### src/dfc_pkg.sv
// ============================================================================
// Dimmer fade controller package
// Widths, codes, reset values and word types shared by the controller files.
// ============================================================================
`default_nettype none

package dfc_pkg;

    localparam int LEVEL_W    = 7;
    localparam int REQ_W      = 3;
    localparam int MODE_W     = 3;
    localparam int PERIOD_W   = 24;
    localparam int TPS_W      = 16;
    localparam int RAMP_W     = 8;
    localparam int CFG_IDX_W  = 2;
    localparam int CFG_DATA_W = 16;

    localparam int LEVEL_TOP_DEF      = 100;
    localparam int CYCLIC_DIVIDER_DEF = 10;

    localparam logic [LEVEL_W-1:0] LEVEL_RESET = 7'd30;
    localparam logic [TPS_W-1:0]   TPS_RESET   = 16'd128;

    localparam logic [REQ_W-1:0] REQ_TICK   = 3'd0;
    localparam logic [REQ_W-1:0] REQ_TOGGLE = 3'd1;
    localparam logic [REQ_W-1:0] REQ_ON     = 3'd2;
    localparam logic [REQ_W-1:0] REQ_OFF    = 3'd3;
    localparam logic [REQ_W-1:0] REQ_SET    = 3'd4;
    localparam logic [REQ_W-1:0] REQ_CYC    = 3'd5;
    localparam logic [REQ_W-1:0] REQ_STOP   = 3'd6;

    localparam logic [MODE_W-1:0] MODE_IDLE   = 3'd0;
    localparam logic [MODE_W-1:0] MODE_UP     = 3'd1;
    localparam logic [MODE_W-1:0] MODE_DOWN   = 3'd2;
    localparam logic [MODE_W-1:0] MODE_SEEK   = 3'd3;
    localparam logic [MODE_W-1:0] MODE_CYCLIC = 3'd4;

    localparam logic [CFG_IDX_W-1:0] CFG_TPS  = 2'd0;
    localparam logic [CFG_IDX_W-1:0] CFG_RAMP = 2'd1;
    localparam logic [CFG_IDX_W-1:0] CFG_MIN  = 2'd2;

    typedef struct packed {
        logic [REQ_W-1:0]   req_type;
        logic [LEVEL_W-1:0] target_level;
    } dfc_in_t;

    typedef struct packed {
        logic [LEVEL_W-1:0] drive_level;
        logic               lamp_on;
        logic               busy_res;
        logic [MODE_W-1:0]  fade_mode;
        logic [LEVEL_W-1:0] full_level;
    } dfc_out_t;

    // Commands from the controller to the datapath.
    typedef struct packed {
        logic apply;
        logic load_out;
    } dfc_cmd_t;

    // Status from the datapath to the controller.
    typedef struct packed {
        logic div_needed;
        logic div_done;
    } dfc_status_t;

endpackage

`default_nettype wire

### src/dimmer_fade_controller.sv
// A tick or a command that starts no ramp goes from the state update at acceptance
// through the emit state into the output register, waiting there while a stalled result
// is held; a word that starts an on, off or set ramp first waits in the divide state for
// the 24-step one-bit-per-cycle step period divider. The next word is taken once loaded.
// Reset puts the level, full and settled levels at 30, the lamp enabled, the mode idle,
// and the registers at 128 ticks per second, zero ramp time and zero minimum level.
// ============================================================================
// Dimmer fade controller
// Top level: a sequencer and a datapath that fade a lamp drive level by steps.
// ============================================================================
`default_nettype none

module dimmer_fade_controller
    import dfc_pkg::*;
#(
    parameter int LEVEL_TOP      = LEVEL_TOP_DEF,
    parameter int CYCLIC_DIVIDER = CYCLIC_DIVIDER_DEF
)
(
    input  wire logic                  clk,
    input  wire logic                  rst_n,
    input  wire logic                  in_valid,
    output logic                       in_stall,
    input  wire dfc_in_t               in_data,
    output logic                       out_valid,
    input  wire logic                  out_stall,
    output dfc_out_t                   out_data,
    input  wire logic                  cfg_wen,
    input  wire logic [CFG_IDX_W-1:0]  cfg_index,
    input  wire logic [CFG_DATA_W-1:0] cfg_data
);

    // The sequencer accepts one word at a time. Every word updates the state once,
    // at acceptance; a word that starts an on, off or set ramp also starts the
    // divider, and the step period is written when the divider finishes. A cyclic
    // start takes its period from a constant reciprocal multiply at acceptance.
    // The result word is then a snapshot of the state, held in the output register.
    // The next word may be accepted while that result still waits to be taken.
    dfc_cmd_t    cmd;
    dfc_status_t status;

    dfc_ctrl u_ctrl (
        .clk       (clk),
        .rst_n     (rst_n),
        .in_valid  (in_valid),
        .in_stall  (in_stall),
        .out_valid (out_valid),
        .out_stall (out_stall),
        .status    (status),
        .cmd       (cmd)
    );

    // The datapath holds the levels, the tick counter, the configuration
    // registers and the divider that produces ramp step periods.
    dfc_datapath #(
        .LEVEL_TOP      (LEVEL_TOP),
        .CYCLIC_DIVIDER (CYCLIC_DIVIDER)
    ) u_datapath (
        .clk       (clk),
        .rst_n     (rst_n),
        .cmd       (cmd),
        .status    (status),
        .in_data   (in_data),
        .cfg_wen   (cfg_wen),
        .cfg_index (cfg_index),
        .cfg_data  (cfg_data),
        .out_data  (out_data)
    );

endmodule

`default_nettype wire

### src/dfc_div.sv
// ============================================================================
// Step period divider
// Restoring divider, one quotient bit per cycle; a zero divisor gives zero.
// ============================================================================
`default_nettype none

module dfc_div
    import dfc_pkg::*;
(
    input  wire logic                clk,
    input  wire logic                rst_n,
    input  wire logic                start,
    input  wire logic [PERIOD_W-1:0] dividend,
    input  wire logic [LEVEL_W-1:0]  divisor,
    output logic                     done,
    output logic [PERIOD_W-1:0]      quotient
);

    localparam int CNT_W = $clog2(PERIOD_W);

    logic               busy_reg;
    logic               done_reg;
    logic [CNT_W-1:0]   count_reg;
    logic [PERIOD_W-1:0] q_reg;
    logic [LEVEL_W-1:0] rem_reg;
    logic [LEVEL_W-1:0] dvs_reg;
    logic               zero_reg;

    logic [LEVEL_W:0]   trial;
    logic [LEVEL_W:0]   diff;
    logic               fits;

    assign trial = {rem_reg, q_reg[PERIOD_W-1]};
    assign diff  = trial - {1'b0, dvs_reg};
    assign fits  = (trial >= {1'b0, dvs_reg});

    always_ff @(posedge clk or negedge rst_n)
    begin
        if (!rst_n)
        begin
            busy_reg  <= 1'b0;
            done_reg  <= 1'b0;
            count_reg <= '0;
        end
        else
        begin
            done_reg <= 1'b0;
            if (start)
            begin
                busy_reg  <= 1'b1;
                count_reg <= '0;
            end
            else if (busy_reg)
            begin
                count_reg <= count_reg + CNT_W'(1);
                if (count_reg == CNT_W'(PERIOD_W - 1))
                begin
                    busy_reg <= 1'b0;
                    done_reg <= 1'b1;
                end
            end
        end
    end

    always_ff @(posedge clk)
    begin
        if (start)
        begin
            q_reg    <= dividend;
            rem_reg  <= '0;
            dvs_reg  <= divisor;
            zero_reg <= (divisor == '0);
        end
        else if (busy_reg)
        begin
            q_reg   <= {q_reg[PERIOD_W-2:0], fits};
            rem_reg <= fits ? diff[LEVEL_W-1:0] : trial[LEVEL_W-1:0];
        end
    end

    assign done     = done_reg;
    assign quotient = zero_reg ? '0 : q_reg;

endmodule

`default_nettype wire

### src/dfc_ctrl.sv
// ============================================================================
// Dimmer fade controller sequencer
// Takes one word, waits for the divider when needed, then loads the result.
// ============================================================================
`default_nettype none

module dfc_ctrl
    import dfc_pkg::*;
(
    input  wire logic        clk,
    input  wire logic        rst_n,
    input  wire logic        in_valid,
    output logic             in_stall,
    output logic             out_valid,
    input  wire logic        out_stall,
    input  wire dfc_status_t status,
    output dfc_cmd_t         cmd
);

    localparam logic [1:0] ST_IDLE = 2'd0;
    localparam logic [1:0] ST_DIV  = 2'd1;
    localparam logic [1:0] ST_EMIT = 2'd2;

    logic [1:0] state_reg, state_next;
    logic       out_valid_reg, out_valid_next;
    logic       out_free;

    assign out_free = !out_valid_reg || !out_stall;

    always_comb
    begin
        state_next     = state_reg;
        out_valid_next = out_valid_reg && out_stall;
        cmd.apply      = 1'b0;
        cmd.load_out   = 1'b0;
        unique case (state_reg)
            ST_IDLE:
            begin
                if (in_valid)
                begin
                    cmd.apply  = 1'b1;
                    state_next = status.div_needed ? ST_DIV : ST_EMIT;
                end
            end
            ST_DIV:
            begin
                if (status.div_done)
                begin
                    state_next = ST_EMIT;
                end
            end
            ST_EMIT:
            begin
                if (out_free)
                begin
                    cmd.load_out   = 1'b1;
                    out_valid_next = 1'b1;
                    state_next     = ST_IDLE;
                end
            end
            default:
            begin
                state_next = ST_IDLE;
            end
        endcase
    end

    always_ff @(posedge clk or negedge rst_n)
    begin
        if (!rst_n)
        begin
            state_reg     <= ST_IDLE;
            out_valid_reg <= 1'b0;
        end
        else
        begin
            state_reg     <= state_next;
            out_valid_reg <= out_valid_next;
        end
    end

    assign in_stall  = (state_reg != ST_IDLE);
    assign out_valid = out_valid_reg;

endmodule

`default_nettype wire

### src/dfc_datapath.sv
// ============================================================================
// Dimmer fade controller datapath
// Level state, stepping logic, configuration registers and result register.
// ============================================================================
`default_nettype none

module dfc_datapath
    import dfc_pkg::*;
#(
    parameter int LEVEL_TOP      = LEVEL_TOP_DEF,
    parameter int CYCLIC_DIVIDER = CYCLIC_DIVIDER_DEF
)
(
    input  wire logic                  clk,
    input  wire logic                  rst_n,
    input  wire dfc_cmd_t              cmd,
    output dfc_status_t                status,
    input  wire dfc_in_t               in_data,
    input  wire logic                  cfg_wen,
    input  wire logic [CFG_IDX_W-1:0]  cfg_index,
    input  wire logic [CFG_DATA_W-1:0] cfg_data,
    output dfc_out_t                   out_data
);

    localparam logic [LEVEL_W-1:0] TOP = LEVEL_W'(LEVEL_TOP);

    // The cyclic step period is ticks per second over a constant divider, taken
    // as a multiply by a rounded-up reciprocal and a shift; with the shift at
    // the dividend width plus the divider's ceiling log2 it is exact for every
    // 16-bit dividend.
    localparam int CYC_SH = TPS_W + $clog2(CYCLIC_DIVIDER);
    localparam int MUL_W  = TPS_W + 1;
    localparam int PROD_W = TPS_W + MUL_W;
    localparam logic [MUL_W-1:0] CYC_MUL =
        MUL_W'((64'd1 << CYC_SH) / 64'(CYCLIC_DIVIDER) + 64'd1);

    logic [TPS_W-1:0]    tps_reg;
    logic [RAMP_W-1:0]   ramp_time_reg;
    logic [LEVEL_W-1:0]  min_level_reg;

    logic [LEVEL_W-1:0]  level_now_reg, level_now_next;
    logic [LEVEL_W-1:0]  level_full_reg, level_full_next;
    logic [LEVEL_W-1:0]  level_settled_reg, level_settled_next;
    logic                enabled_reg, enabled_next;
    logic [MODE_W-1:0]   mode_reg, mode_next;
    logic [PERIOD_W-1:0] step_period_reg;
    logic [PERIOD_W-1:0] tick_count_reg, tick_count_next;
    logic [LEVEL_W-1:0]  seek_level_reg, seek_level_next;
    logic                seek_upward_reg, seek_upward_next;
    logic                stop_pending_reg, stop_pending_next;
    dfc_out_t            out_reg;

    logic [LEVEL_W-1:0]  tgt;
    logic [LEVEL_W-1:0]  lvl_up;
    logic [LEVEL_W-1:0]  lvl_dn;
    logic [LEVEL_W-1:0]  lvl_seek;
    logic [LEVEL_W-1:0]  lvl_cyc;
    logic [LEVEL_W-1:0]  full_diff;
    logic [PERIOD_W-1:0] tick_inc;
    logic [PERIOD_W-1:0] ramp_prod;
    logic [PROD_W-1:0]   cyc_prod;
    logic [PERIOD_W-1:0] cyc_period;
    logic [REQ_W-1:0]    req_eff;
    logic                div_start_c;
    logic                cyc_load_c;
    logic                div_done;
    logic [PERIOD_W-1:0] div_q;
    logic [PERIOD_W-1:0] div_dividend;
    logic [LEVEL_W-1:0]  div_divisor;

    assign tgt       = (in_data.target_level > TOP) ? TOP : in_data.target_level;
    assign lvl_up    = (level_now_reg < TOP) ? level_now_reg + LEVEL_W'(1) : level_now_reg;
    assign lvl_dn    = (level_now_reg != '0) ? level_now_reg - LEVEL_W'(1) : level_now_reg;
    assign lvl_seek  = seek_upward_reg ? lvl_up : lvl_dn;
    assign lvl_cyc   = enabled_reg ? lvl_dn : lvl_up;
    assign full_diff = (level_full_reg >= min_level_reg) ? level_full_reg - min_level_reg
                                                         : min_level_reg - level_full_reg;
    assign tick_inc  = tick_count_reg + PERIOD_W'(1);
    assign ramp_prod = PERIOD_W'(tps_reg) * PERIOD_W'(ramp_time_reg);
    assign cyc_prod   = PROD_W'(tps_reg) * PROD_W'(CYC_MUL);
    assign cyc_period = PERIOD_W'(cyc_prod >> CYC_SH);

    always_comb
    begin
        level_now_next     = level_now_reg;
        level_full_next    = level_full_reg;
        level_settled_next = level_settled_reg;
        enabled_next       = enabled_reg;
        mode_next          = mode_reg;
        tick_count_next    = tick_count_reg;
        seek_level_next    = seek_level_reg;
        seek_upward_next   = seek_upward_reg;
        stop_pending_next  = stop_pending_reg;
        div_start_c        = 1'b0;
        cyc_load_c         = 1'b0;

        // A toggle acts as off while the lamp is enabled and as on otherwise.
        req_eff = in_data.req_type;
        if (in_data.req_type == REQ_TOGGLE)
        begin
            req_eff = enabled_reg ? REQ_OFF : REQ_ON;
        end

        priority if (in_data.req_type == REQ_TICK)
        begin
            if (mode_reg != MODE_IDLE)
            begin
                if (tick_inc >= step_period_reg)
                begin
                    tick_count_next = '0;
                    unique case (mode_reg)
                        MODE_UP:
                        begin
                            level_now_next = lvl_up;
                            if (lvl_up >= level_full_reg || lvl_up >= TOP)
                            begin
                                level_settled_next = level_full_reg;
                                enabled_next       = 1'b1;
                                mode_next          = MODE_IDLE;
                            end
                        end
                        MODE_DOWN:
                        begin
                            level_now_next = lvl_dn;
                            if (lvl_dn <= min_level_reg)
                            begin
                                level_settled_next = min_level_reg;
                                enabled_next       = 1'b0;
                                mode_next          = MODE_IDLE;
                            end
                        end
                        MODE_SEEK:
                        begin
                            level_now_next = lvl_seek;
                            if (lvl_seek == seek_level_reg)
                            begin
                                level_settled_next = seek_level_reg;
                                level_full_next    = seek_level_reg;
                                enabled_next       = 1'b1;
                                mode_next          = MODE_IDLE;
                            end
                        end
                        MODE_CYCLIC:
                        begin
                            level_now_next = lvl_cyc;
                            if (lvl_cyc == '0)
                            begin
                                enabled_next = 1'b0;
                            end
                            else if (lvl_cyc >= TOP)
                            begin
                                enabled_next = 1'b1;
                            end
                            // A pending stop ends the run on this step.
                            if (stop_pending_reg)
                            begin
                                level_full_next   = lvl_cyc;
                                enabled_next      = (lvl_cyc != '0);
                                stop_pending_next = 1'b0;
                                mode_next         = MODE_IDLE;
                            end
                        end
                        default:
                        begin
                            mode_next = MODE_IDLE;
                        end
                    endcase
                end
                else
                begin
                    tick_count_next = tick_inc;
                end
            end
        end
        else if (in_data.req_type == REQ_STOP)
        begin
            if (mode_reg == MODE_CYCLIC)
            begin
                stop_pending_next = 1'b1;
            end
        end
        else if (mode_reg == MODE_IDLE)
        begin
            unique case (req_eff)
                REQ_ON:
                begin
                    if (!enabled_reg)
                    begin
                        if (level_now_reg >= level_full_reg || level_now_reg >= TOP)
                        begin
                            level_settled_next = level_full_reg;
                            enabled_next       = 1'b1;
                        end
                        else
                        begin
                            mode_next       = MODE_UP;
                            tick_count_next = '0;
                            div_start_c     = 1'b1;
                        end
                    end
                end
                REQ_OFF:
                begin
                    if (enabled_reg)
                    begin
                        if (level_now_reg <= min_level_reg)
                        begin
                            level_settled_next = min_level_reg;
                            enabled_next       = 1'b0;
                        end
                        else
                        begin
                            mode_next       = MODE_DOWN;
                            tick_count_next = '0;
                            div_start_c     = 1'b1;
                        end
                    end
                end
                REQ_SET:
                begin
                    if (tgt != level_settled_reg)
                    begin
                        seek_level_next  = tgt;
                        seek_upward_next = (tgt > level_now_reg);
                        if (tgt == level_now_reg)
                        begin
                            level_settled_next = tgt;
                            level_full_next    = tgt;
                            enabled_next       = 1'b1;
                        end
                        else
                        begin
                            mode_next       = MODE_SEEK;
                            tick_count_next = '0;
                            div_start_c     = 1'b1;
                        end
                    end
                end
                REQ_CYC:
                begin
                    stop_pending_next = 1'b0;
                    mode_next         = MODE_CYCLIC;
                    tick_count_next   = '0;
                    cyc_load_c        = 1'b1;
                end
                default:
                begin
                end
            endcase
        end
        else
        begin
        end
    end

    assign div_dividend = ramp_prod;
    assign div_divisor  = full_diff;

    dfc_div u_div (
        .clk      (clk),
        .rst_n    (rst_n),
        .start    (cmd.apply && div_start_c),
        .dividend (div_dividend),
        .divisor  (div_divisor),
        .done     (div_done),
        .quotient (div_q)
    );

    assign status.div_needed = div_start_c;
    assign status.div_done   = div_done;

    always_ff @(posedge clk or negedge rst_n)
    begin
        if (!rst_n)
        begin
            tps_reg           <= TPS_RESET;
            ramp_time_reg     <= '0;
            min_level_reg     <= '0;
            level_now_reg     <= LEVEL_RESET;
            level_full_reg    <= LEVEL_RESET;
            level_settled_reg <= LEVEL_RESET;
            enabled_reg       <= 1'b1;
            mode_reg          <= MODE_IDLE;
            step_period_reg   <= '0;
            tick_count_reg    <= '0;
            seek_level_reg    <= '0;
            seek_upward_reg   <= 1'b0;
            stop_pending_reg  <= 1'b0;
        end
        else
        begin
            if (cfg_wen)
            begin
                unique case (cfg_index)
                    CFG_TPS:  tps_reg       <= cfg_data[TPS_W-1:0];
                    CFG_RAMP: ramp_time_reg <= cfg_data[RAMP_W-1:0];
                    CFG_MIN:  min_level_reg <= cfg_data[LEVEL_W-1:0];
                    default:
                    begin
                    end
                endcase
            end
            if (cmd.apply)
            begin
                level_now_reg     <= level_now_next;
                level_full_reg    <= level_full_next;
                level_settled_reg <= level_settled_next;
                enabled_reg       <= enabled_next;
                mode_reg          <= mode_next;
                tick_count_reg    <= tick_count_next;
                seek_level_reg    <= seek_level_next;
                seek_upward_reg   <= seek_upward_next;
                stop_pending_reg  <= stop_pending_next;
            end
            if (div_done)
            begin
                step_period_reg <= div_q;
            end
            else if (cmd.apply && cyc_load_c)
            begin
                step_period_reg <= cyc_period;
            end
        end
    end

    always_ff @(posedge clk)
    begin
        if (cmd.load_out)
        begin
            out_reg.drive_level <= level_now_reg;
            out_reg.lamp_on     <= enabled_reg;
            out_reg.busy_res    <= (mode_reg != MODE_IDLE);
            out_reg.fade_mode   <= mode_reg;
            out_reg.full_level  <= level_full_reg;
        end
    end

    assign out_data = out_reg;

endmodule

`default_nettype wire

### config.mk
export PLATFORM = sky130hd
export DESIGN_NAME = dimmer_fade_controller
export DESIGN_NICKNAME = d
export VERILOG_FILES = /design/src/dfc_pkg.sv /design/src/dimmer_fade_controller.sv /design/src/dfc_div.sv /design/src/dfc_ctrl.sv /design/src/dfc_datapath.sv
export SDC_FILE = /design/constraint.sdc
export NUM_CORES = 1
export LEC_CHECK = 0
export BUFFER_PORTS_ARGS = -buffer_cell sky130_fd_sc_hd__buf_2
export CAP_MARGIN = 20
export CORE_AREA = 2 2 196 198
export CTS_CLUSTER_DIAMETER = 80
export CTS_CLUSTER_SIZE = 14
export DETAILED_ROUTE_END_ITERATION = 12
export DIE_AREA = 0 0 198 200
export PLACE_DENSITY_LB_ADDON = 0.3
export SYNTH_ARGS = -nofsm -noshare
export SYNTH_HDL_FRONTEND = slang
export SYNTH_SLANG_ARGS = --single-unit
### constraint.sdc
create_clock -name clk -period 7.1 [get_ports clk]
set_input_delay 0.355 -clock clk [delete_from_list [all_inputs] [get_ports clk]]
set_output_delay 0.355 -clock clk [all_outputs]
set_load 0.05 [all_outputs]
==> load_flow_metrics.sql <==
INSERT INTO impl_metrics (metric_group, metric, value, unit) VALUES
('routing', 'detail_route.iter0.violations', '844', ''),
('worst_setup_path', 'critPathRequiredTime', '7.47', 'ns'),
('floorplanning', 'fp.dieArea', '39600', 'um2'),
('worst_setup_path', 'timing.critical_path.to_type', 'flop', ''),
('placement', 'place_hpwl', '40730', 'um'),
('clock_tree', 'worst_setup_hold_path_clk_slew', '0.08', 'ns'),
('job', 'cap_violations', '0', ''),
('cells_and_area', 'num-fill-cells', '3308', ''),
('placement', 'globalplace.congestion', '0.9106', ''),
('worst_setup_path', 'cp_data_arrival_time', '6.56', 'ns'),
('clock_tree', 'ctsLongestPathBuffers', '2', ''),
('cells_and_area', 'final_layout_size_suffix_gt1_frac', '0.09095', ''),
('clock_tree', 'htree_num_levels', '4', ''),
('yosys', 'synth-edff-count', '51', ''),
('worst_setup_path', 'timing.critical_path.fanout_max', '15', ''),
('routing', 'routedWlPerCell', '18.71', 'um'),
('floorplanning', 'ioPinCount', '54', ''),
('yosys', 'post_synth_main_area_contributors', 'sky130_fd_sc_hd__fa_1, sky130_fd_sc_hd__ha_1, sky130_fd_sc_hd__dfrtp_1', ''),
('floorplanning', 'floorplan.initialDensity', '0.5422', ''),
('yosys', 'mappedNetlistArea', '20280', 'um2'),
('cells_and_area', 'layout_commonest_cell', 'sky130_fd_sc_hd__inv_1', ''),
('yosys', 'ys_warn_count', '0', ''),
('yosys', 'yosysSeqAreaShare', '0.2351', ''),
('timing', 'report.final.setup_viol', '0', ''),
('clock_tree', 'cts_resized', '0', ''),
('cells_and_area', 'synthToLayoutAreaGrowth', '6.522', '%'),
('min_path', 'min_path_type', 'input port to flop', ''),
('global_route', 'first_global_vias', '15570', ''),
('global_route', 'grt_antenna_before_repair', '0', ''),
('cells_and_area', 'n_antenna_cell', '0', ''),
('yosys', 'ys_ff_latch', '181', ''),
('timing', 'finalCritPeriodShare', '0.8717', ''),
('timing', 'slew_viol_final', '0', ''),
('placement', 'port_buffers', '53', ''),
('routing', 'first_pass_iters', '5', ''),
('routing', 'drt_total_wl', '51320', 'um'),
('clock_tree', 'cts-hold-fix-buffers', '1', ''),
('clock_tree', 'cts.sink_count', '181', ''),
('timing', 'timing_hold_violations_final', '0', ''),
('yosys', 'synthesis.nets', '2666', ''),
('floorplanning', 'floorplan.die.width', '198', 'um'),
('cells_and_area', 'nets', '2678', ''),
('global_route', 'grt_max_degree', '67', ''),
('floorplanning', 'standard_cell_row_count', '71', ''),
('floorplanning', 'fp.dieH', '200', 'um'),
('global_route', 'overflow', '0', ''),
('routing', 'detail-route-antenna-nets', '0', ''),
('yosys', 'postSynth.topFlopCell', 'sky130_fd_sc_hd__dfrtp_1', ''),
('outcome', 'run_status', 'complete, no violations', ''),
('global_route', 'grt_pass1_wl', '82140', 'um'),
('timing', 'worst_slew_slack_as_a_fraction_of_its_limit', '0.3771', ''),
('routing', 'vias', '15680', ''),
('timing', 'timing.clock.skew', '0.01567', 'ns'),
('clock_tree', 'worstSkewPairLatency', '0.48', 'ns'),
('timing', 'max_slew.worst_pin.slew', '0.9344', 'ns'),
('floorplanning', 'fp.coreArea', '37400', 'um2'),
('worst_setup_path', 'criticalPathCategory', 'flop to flop', ''),
('timing', 'timing.fmax', '0.1616', 'GHz'),
('cells_and_area', 'most-common-layout-cells', 'sky130_fd_sc_hd__inv_1, sky130_fd_sc_hd__ha_1, sky130_fd_sc_hd__nand2_1', ''),
('yosys', 'synthesis.instances', '2207', ''),
('worst_setup_path', 'critPathLaunchType', 'flop', ''),
('routing', 'drcViolationCount', '0', ''),
('timing', 'timing.setup.tns', '0', 'ns'),
('yosys', 'synth_cell_types', '88', ''),
('yosys', 'async_flop_share', '0.6796', ''),
('routing', 'vias_per_cell', '5.717', ''),
('yosys', 'netlist.top_cell.by_area', 'sky130_fd_sc_hd__fa_1', ''),
('clock_tree', 'cts_setup_buffers', '0', ''),
('timing', 'period_minus_slack', '6.189', 'ns'),
('clock_tree', 'clock_tree_from_tritoncts', 'built', ''),
('yosys', 'yosysTopAreaCellShare', '0.1639', ''),
('timing', 'grt_setup_unrepaired', 'no', ''),
('clock_tree', 'cts_made_buffers', '17', ''),
('yosys', 'synthesis.area_per_instance', '9.188', 'um2'),
('global_route', 'grt.total_usage', '0.2693', ''),
('clock_tree', 'cts.root.buffer_cell', 'sky130_fd_sc_hd__clkbuf_16', '');
-- metal layers --
layer  global-route usage  wire (um)
met2               0.4675      25470
met5                    0          0
met4               0.1248       2065
met1               0.3389      21780
met3              0.03041       2007
-- kinds of logic (layout without fill, tap and decap cells) --
group	count (synthesis)	count (layout)	share of synthesized area
buf+inv	464	489	0.08756
flops	181	181	0.2351
xor+xnor	87	87	0.03826
simple gates	562	562	0.1400
compound gates	397	397	0.1264
mux	90	90	0.04832
fa+ha+maj	426	426	0.3243
-- cell type report --
type	count	area, um2	area share
multi-input cells	1562	13750	0.6366
clock buffers	18	432.9	0.02004
clock inverters	14	160.2	0.007415
repair buffers	68	390.4	0.01807
inverters	389	1460	0.06760
flip-flops and latches	181	4767	0.2207
well taps	511	639.4	0.02960
-- through the flow --
step | utilization | hold slack [ns] | cells | setup WS, ns | cell area [um2]
final | 0.5775 | 0.07531 | 2743 | 0.9112 | 21600
after global placement | 0.5611 | 0.3829 | 2709 | 1.089 | 20990
after global routing | 0.5775 | 0.08786 | 2743 | 0.6893 | 21600
after floorplan | - | 0.05941 | 2207 | 1.507 | 20280
after detailed placement | 0.5611 | 0.3808 | 2709 | 0.8831 | 20990
after CTS | 0.5772 | 0.05973 | 2742 | 0.8961 | 21590
-- cells in the mapped netlist, types with 19 or more instances --
master	count
sky130_fd_sc_hd__nand2b_1	31
sky130_fd_sc_hd__a21o_1	22
sky130_fd_sc_hd__inv_1	388
sky130_fd_sc_hd__mux2_2	62
sky130_fd_sc_hd__and2_1	88
sky130_fd_sc_hd__xnor2_1	56
sky130_fd_sc_hd__xor2_1	30
sky130_fd_sc_hd__dfrtp_1	109
sky130_fd_sc_hd__ha_1	260
sky130_fd_sc_hd__nand4_1	19
sky130_fd_sc_hd__nor2_1	89
sky130_fd_sc_hd__clkbuf_1	57
sky130_fd_sc_hd__a21oi_1	94
sky130_fd_sc_hd__nand2_1	186
sky130_fd_sc_hd__nand3_1	35
sky130_fd_sc_hd__mux2i_1	27
sky130_fd_sc_hd__a211oi_1	21
sky130_fd_sc_hd__o21ai_0	109
sky130_fd_sc_hd__edfxtp_1	51
sky130_fd_sc_hd__fa_1	166
sky130_fd_sc_hd__nor3_1	22
-- worst paths after layout --
check                      slack (ns)  depth (start not counted)                             end                          start
max                              0.91                         20  u_datapath.step_period_reg[12]          u_datapath.tps_reg[4]
min                              0.08                          3          u_datapath.tps_reg[12]                   cfg_data[12]
max reg2reg                      0.91                         20  u_datapath.step_period_reg[12]          u_datapath.tps_reg[4]
min reg2reg                      0.48                          1   u_datapath.tick_count_reg[18]  u_datapath.tick_count_reg[18]
max in group asynchronous        5.31                          3     u_datapath.level_now_reg[5]                          rst_n
min in group asynchronous        0.45                          2   u_datapath.tick_count_reg[22]                          rst_n
-- worst max-delay path, cell delays in order (launching register included) --
cell                       delay (ns)
sky130_fd_sc_hd__dfrtp_1         0.67
sky130_fd_sc_hd__ha_1            0.38
sky130_fd_sc_hd__xor2_1          0.17
sky130_fd_sc_hd__ha_1            0.33
sky130_fd_sc_hd__fa_1            0.54
sky130_fd_sc_hd__inv_1           0.06
sky130_fd_sc_hd__fa_1            0.53
sky130_fd_sc_hd__inv_1           0.05
sky130_fd_sc_hd__fa_1            0.53
sky130_fd_sc_hd__inv_1           0.06
sky130_fd_sc_hd__fa_1            0.53
sky130_fd_sc_hd__inv_1           0.04
sky130_fd_sc_hd__ha_1            0.37
sky130_fd_sc_hd__nor3_1          0.08
sky130_fd_sc_hd__or3_1           0.40
sky130_fd_sc_hd__o21bai_1        0.19
sky130_fd_sc_hd__a21oi_1         0.21
sky130_fd_sc_hd__nor3_1          0.12
sky130_fd_sc_hd__or3_1           0.42
sky130_fd_sc_hd__and4_1          0.21
sky130_fd_sc_hd__o31ai_1         0.21
Power is not shown: default switching activity piles up to over one toggle a cycle in this logic, so the estimate is an artifact.
